$ cat src/fkl_pkg.sv
// fkl_pkg: shared types and constants for the face key lookup block
// transfer payload structs, key bundle, token passed between cells
// no dependencies
`timescale 1ns / 1ps

package fkl_pkg;

    // default sizes for the top level parameters
    localparam int DEF_TABLE_DEPTH = 256;
    localparam int DEF_MAX_NODES   = 4;

    // key fields carried by one input transfer
    localparam int KEY_FIELDS = 4;

    // field widths
    localparam int NODE_W  = 31;
    localparam int SUM_W   = 33;
    localparam int SLOT_W  = 8;
    localparam int LIMIT_W = 9;
    localparam int NPF_W   = 3;

    // nodes_per_face after reset
    localparam logic [NPF_W-1:0] NPF_RESET = 3'd4;

    // function codes
    localparam logic FUNC_STORE  = 1'b0;
    localparam logic FUNC_SEARCH = 1'b1;

    // one input transfer
    typedef struct packed {
        logic                func;
        logic [SLOT_W-1:0]   slot_index;
        logic [NODE_W-1:0]   key_node_0;
        logic [NODE_W-1:0]   key_node_1;
        logic [NODE_W-1:0]   key_node_2;
        logic [NODE_W-1:0]   key_node_3;
        logic [SUM_W-1:0]    key_sum;
        logic [LIMIT_W-1:0]  entries_in_use;
    } req_t;

    // one result transfer
    typedef struct packed {
        logic                found;
        logic [SLOT_W-1:0]   match_index;
    } rsp_t;

    // key as seen by the cells
    typedef struct packed {
        logic [KEY_FIELDS-1:0][NODE_W-1:0] node;
        logic [SUM_W-1:0]                  sum;
    } key_t;

    // search token handed from cell to cell
    typedef struct packed {
        logic              active;
        logic              found;
        logic [SLOT_W-1:0] idx;
    } token_t;

endpackage

$ cat src/fkl_cell.sv
// fkl_cell: one table slot of the lookup chain
// holds one stored key, compares it with the search key as the token passes
// depends on fkl_pkg
`timescale 1ns / 1ps

module fkl_cell #(
    parameter int SLOT_ID   = 0,
    parameter int CMP_NODES = fkl_pkg::KEY_FIELDS
) (
    input  logic                          clk,
    input  logic                          rst_n,
    input  logic                          adv,
    input  logic                          wr_en,
    input  logic [fkl_pkg::SLOT_W-1:0]    wr_slot,
    input  fkl_pkg::key_t                 wr_key,
    input  fkl_pkg::key_t                 key,
    input  logic [fkl_pkg::NPF_W-1:0]     count,
    input  logic [fkl_pkg::LIMIT_W-1:0]   limit,
    input  fkl_pkg::token_t               tok_in,
    output fkl_pkg::token_t               tok_out
);

    // stored key
    logic [CMP_NODES-1:0][fkl_pkg::NODE_W-1:0] node_reg;
    logic [fkl_pkg::SUM_W-1:0]                 sum_reg;

    // token register toward the next cell
    fkl_pkg::token_t tok_reg;
    fkl_pkg::token_t tok_next;

    logic hit;
    logic in_range;

    // slot write on a store transfer
    always_ff @(posedge clk)
    begin
        if (wr_en && (32'(wr_slot) == 32'(SLOT_ID)))
        begin
            for (int n = 0; n < CMP_NODES; n++)
            begin
                node_reg[n] <= wr_key.node[n];
            end
            sum_reg <= wr_key.sum;
        end
    end

    // compare sum and the leading node ids, for a slot below the limit
    always_comb
    begin
        in_range = (32'(SLOT_ID) < 32'(limit));
        hit      = in_range && (sum_reg == key.sum);
        for (int n = 0; n < CMP_NODES; n++)
        begin
            if ((n < int'(count)) && (node_reg[n] != key.node[n]))
            begin
                hit = 1'b0;
            end
        end
    end

    // later slots override earlier hits
    always_comb
    begin
        tok_next = tok_in;
        if (tok_in.active && hit)
        begin
            tok_next.found = 1'b1;
            tok_next.idx   = fkl_pkg::SLOT_W'(SLOT_ID);
        end
    end

    always_ff @(posedge clk or negedge rst_n)
    begin
        if (!rst_n)
        begin
            tok_reg <= '0;
        end
        else if (adv)
        begin
            tok_reg <= tok_next;
        end
    end

    assign tok_out = tok_reg;

endmodule

$ cat config.mk
export PLATFORM = sky130hd
export DESIGN_NAME = fkl_cell
export DESIGN_NICKNAME = d
export VERILOG_FILES = /design/src/fkl_pkg.sv /design/src/fkl_cell.sv
export SDC_FILE = /design/constraint.sdc
export NUM_CORES = 1
export LEC_CHECK = 0
export BUFFER_PORTS_ARGS = -buffer_cell sky130_fd_sc_hd__buf_2
export CAP_MARGIN = 20
export CORE_AREA = 5 5 136 138
export DETAILED_ROUTE_END_ITERATION = 16
export DIE_AREA = 0 0 141 143
export GPL_TIMING_DRIVEN = 0
export PLACE_DENSITY = 0.78
export SLEW_MARGIN = 10
export SYNTH_ARGS = -nofsm -noshare
export SYNTH_HDL_FRONTEND = slang
export SYNTH_SLANG_ARGS = --single-unit
$ cat constraint.sdc
create_clock -name clk -period 2.87 [get_ports clk]
set_input_delay 0.287 -clock clk [delete_from_list [all_inputs] [get_ports clk]]
set_output_delay 0.287 -clock clk [all_outputs]
set_load 0.01 [all_outputs]
# Yosys cells after proc, flatten, opt, wreduce, memory -nomap -nowiden
# Index checks and enable logic that the tools add are counted.
# op_classes
n_lt_le_gt_ge,5
n_eq_ne,5
n_mux,5
n_reduce_logical,8
# op_table
op,n
31-bit != test,4
33-bit equality test,1
1-bit by 9-bit < comparator with 1-bit output (first input constant),1
9-bit two-way mux,1
8-bit zero test,1
1-bit logical AND,7
1-bit by 3-bit < comparator with 1-bit output (first input constant),2
2-bit by 3-bit < comparator with 1-bit output (first input constant),2
1-bit two-way mux,4
# totals
reg_bits,167
input_bits,348
output_inout_bits,10

# Depth between registers and ports, before layout
# logic_depth
ltp_word,8
depth_mapped,8
depth_no_buf,7

# Least setup slack after synthesis
# No wires, ideal clock.
# synth_timing
kind,in2reg
start,input wr_slot[0] (netlist bit)
end,"register node_reg[0] (netlist bit), enable pin"
setup_ps,1076
t_arrival_ps,15476
path_slack_ps,-13682
cell_stages,1
path_buffers,0
cell_sequence,nor4_1
# synth_between
elab_chain_cells,2
# synth_rtl
item,line_no,source
from (decl),fkl_cell.sv:14,"input logic [fkl_pkg::SLOT_W-1:0] wr_slot,"
8-bit zero test,fkl_cell.sv:37,if (wr_en && (32'(wr_slot) == 32'(SLOT_ID)))
1-bit logical AND,fkl_cell.sv:37,
"to (signal, indexed assignment)",fkl_cell.sv:41,node_reg[n] <= wr_key.node[n];
to (decl),fkl_cell.sv:24,logic [CMP_NODES-1:0][fkl_pkg::NODE_W-1:0] node_reg;
# No other way between the ends.
# A chain may end at the register's enable or synchronous reset.

# Worst setup path in the final report
# layout_timing
start,register node_reg[91] (netlist bit)
end,"register tok_reg, in the netlist tok_out[5]"
# layout_between
elab_chain_cells,6
# layout_rtl
item,line_no,source
31-bit != test,fkl_cell.sv:54,if ((n < int'(count)) && (node_reg[n] != key.node[n]))
1-bit logical AND,fkl_cell.sv:54,
1-bit two-way mux (2 in series),fkl_cell.sv:54,
1-bit logical AND,fkl_cell.sv:65,if (tok_in.active && hit)
9-bit two-way mux,fkl_cell.sv:65,
to (signal assigned),fkl_cell.sv:80,tok_reg <= tok_next;
to (decl),fkl_cell.sv:28,fkl_pkg::token_t tok_reg;
# No other way between the ends.

==> impl_results.md <==
- Wire length per cell: ~17 um
- Hold Vio Cnt, Final: 0
- Post_cts resized: 0
- Worst setup SP type: flop
- Hold_sp: wr_key[28]
- First-pass GRT wire length: roughly 27,000 um
- Initial antenna violation count: 5
- Slew Viols, Final: 0
- Yosys cell types: 22
- Yosys top cell by area: edfxtp_1
- Final Hold Slack: ~0.038 ns
- Kind of cell adding the most delay to the critical path: simple AND/OR/NAND/NOR gates
- DRC: 0
- Post-synth top cells: edfxtp_1 (157), xor2_1 (116), xnor2_1 (41)
- CP Class: flop to flop
- Internal: approximately 0.0042 W
- Peak Freq: around 400 MHz
- Sw frac: 0.2164
- Critical path cell sequence: xor2_1 > nor4_1 > nand4_1 > nor4_1 > o22ai_1 > and4bb_2 > buf_6 > nor2_1
- Syn_nets: roughly 760
- DRT Wirelength: 18,030 um
- Critical path's slowest cell: nor4_1
- TritonCTS Buffers: 17
- First DRT Iteration DRCs: between 100 and 150
- Clock root cell: clkbuf_16
- Crit. End Element: flop
- Synth Register Bits: about 170
- CTS sink count: 167
- Hold Path Class: primary input to flop
- I/O pin total: around 360
- Share of synthesized registers carrying an async set or reset: 0.05988
- Row count: 48
- Hold Crit Depth: 1
- Crit path max fanout: 9
- Worst-Skew Late Latency: ~0.42 ns
- Most used cell, CP: nor4_1
- Worst slew margin: 0.4922
- PD cells: roughly 550 nW/um^2
- Register area share after synthesis: 0.7207
- FF-to-FF Start: node_reg[91]$_DFFE_PP_
- Combinational power share: 0.076
- Tcrit/Tclk final: 0.8687
- Clk slew on worst S/H paths: ~0.070 ns
- Slew at the pin with the worst max-slew slack: between 0.7 and 0.8 ns
- Global placement routability congestion: around 0.8
- Die H: around 140 um
- Run status: completed
- Die Wd: between 100 and 150 um
- HPWL Detailed: roughly 15,000 um
- Worst path arrival time: 2.80 ns
- Core area: about 17,000 um^2
- Fill cells: between 1,000 and 1,500
- Setup violators final: 0
- Area grow syn2layout: 41.74%
- Fin Setup TNS: 0 ns
- Most used flip-flop cell after synthesis: edfxtp_1
- Largest stage delay, worst path: approximately 0.6 ns
- Vias after detailed routing: between 4,000 and 5,000
- Leakage: ~4.0 nW
- Most common cell in the netlist: edfxtp_1
- Clock Skew: approximately 0.0066 ns
- Synth Cell Area: between 6000 and 7000 um^2
- Crit path buffers/inverters: 1
- Sequential Power Share: 0.497
- Synthesized netlist cell count: 410
- Hold Path End: sum_reg[28]$_DFFE_PP_
- Largest net degree at the start of global routing: 17
- CTS H-tree lvls: 4
- Worst Path Required: around 3.2 ns
- R2R Setup Slk: around 0.38 ns
- Final #Nets: roughly 1,200
- Syn_area_per_cell: ~17 um^2
- Max reg flops: approximately 120
- Post-synth EDFFs: roughly 160
- Share of layout cells above drive strength 1: 0.4988
- Min cycle time layout: about 2.5 ns
- Synth top area cells: edfxtp_1 (68%), xor2_1 (15%), xnor2_1 (5.2%), dfrtp_1 (3.6%), nor4_1 (3.1%)
- CTS tree: built
- Worst r2r dst: tok_out[5]$_DFFE_PN0P_
- Max-Cap Viols: 0
- Clock network power share: 0.427
- DR pass1 iterations: 4
- Port buffer count: 357
- Yosys top cell area share: 0.6843
- Unrepaired setup endpoints after global routing: false
- Total power: 0.005415 W
- Gr usage total: 0.1757
- CTS Buffer Depth: 2
- Die area: approximately 20,000 um^2
- Vias/cell: ~4.6
- Peak VDD IR: between 0.3 and 0.4 mV
- Layout Utilization: 0.5725
- Warnings, synthesis: 0
- Worst-case reg-to-reg path depth: 8
- Vias in the first global route: around 5,300
- Congestion Overflow GR: 0
- DRT antenna net count: 0
- Psw: about 0.0012 W
- Initial Util: 0.4039
[timing repair]
item / CTS / global route
setup endpoints to repair: 0 / 13
hold buffers: 1 / 0
endpoints found under the hold margin: 10 / 0
buffers inserted: 0 / 4
[layout by cell type (no fill, tap or decap), drive strengths merged, types with 2 or more instances in the layout]
master / n
xor2: 116
mux2i: 8
edfxtp: 157
nor3: 3
nor4: 34
clkinv: 4
nor2: 9
dfrtp: 10
clkbuf: 18
xnor2: 41
bufinv: 2
buf: 375
nand4: 18
o22ai: 2
diode: 2
inv: 9
[per-stage QoR]
stage               std cells  cell area [um^2]  setup slack, ns
floorplan                 410              6919           -3.204
global placement          992              8987           -5.049
detailed placement       1004              9126          -0.3997
CTS                      1037              9729          0.03659
global route             1043              9764           0.1638
finish                   1043              9764           0.3768
[layout make-up]
| type | instances | area [um^2] | area share |
|---|---|---|---|
| Inverter | 1 | 3.754 | 0.0003844 |
| Clock inverter | 14 | 163.9 | 0.01679 |
| Timing Repair Buffer | 374 | 1966 | 0.2013 |
| Clock buffer | 18 | 429.2 | 0.04395 |
| Antenna cell | 2 | 5.005 | 0.0005126 |
| Sequential cell | 167 | 4965 | 0.5085 |
| Tap cell | 225 | 281.5 | 0.02883 |
| Buffer | 2 | 15.01 | 0.001538 |
| Multi-Input combinational cell | 240 | 1936 | 0.1982 |
[power by group through the flow]
stage               clock network, W  registers (W)  logic [W]
finish                       0.00231        0.00269   0.000414
global route                 0.00248        0.00269   0.000459
CTS                          0.00238        0.00269   0.000421
detailed placement                 0        0.00274   0.000419
global placement                   0        0.00274   0.000404
floorplan                          0        0.00275   0.000112
[how the worst max path moves through the flow]
stage	startpoint	end	slack, ns	depth (start not counted)
after global routing	node_reg[65]$_DFFE_PP_	tok_out[8]$_DFFE_PN0P_	0.16	8
after global placement	wr_slot[2]	sum_reg[28]$_DFFE_PP_	-5.05	4
after floorplan	wr_slot[2]	node_reg[0]$_DFFE_PP_	-3.20	3
final	node_reg[91]$_DFFE_PP_	tok_out[5]$_DFFE_PN0P_	0.38	8
after CTS	wr_slot[2]	sum_reg[9]$_DFFE_PP_	0.04	11
after detailed placement	wr_slot[2]	sum_reg[26]$_DFFE_PP_	-0.40	11
[worst reg2reg max path: stages, from the launching register on]
cell and delay [ns]:
edfxtp_1 0.38, xor2_1 0.15, nor4_1 0.36, nand4_1 0.19, nor4_1 0.61, o22ai_1 0.16
and4bb_2 0.33, buf_6 0.13, nor2_1 0.06
[cell families (layout without fill, tap and decap cells)]
group                  after synthesis  in the layout  share of synthesized area
AO/OA/AOI/OAI                        7              7                   0.006719
XOR/XNOR                           157            157                     0.1996
buffers and inverters                3            409                   0.002723
flip-flops                         167            167                     0.7207
multiplexers                         8              8                    0.01162
other                                0              2                          0
AND/OR/NAND/NOR                     68             68                    0.05866
[per-layer routing]
| layer | up-vias | global-route usage | part of all wire | routed length (um) |
|---|---|---|---|---|
| li1 | 2328 | - | - | - |
| met1 | 2144 | 0.1866 | 0.35 | 6321 |
| met2 | 249 | 0.3075 | 0.51 | 9162 |
| met3 | 39 | 0.07904 | 0.11 | 2017 |
| met4 | 6 | 0.06833 | 0.027 | 489 |
| met5 | - | 0 | 0.0023 | 41 |
Power figures use the tool's default switching activity.
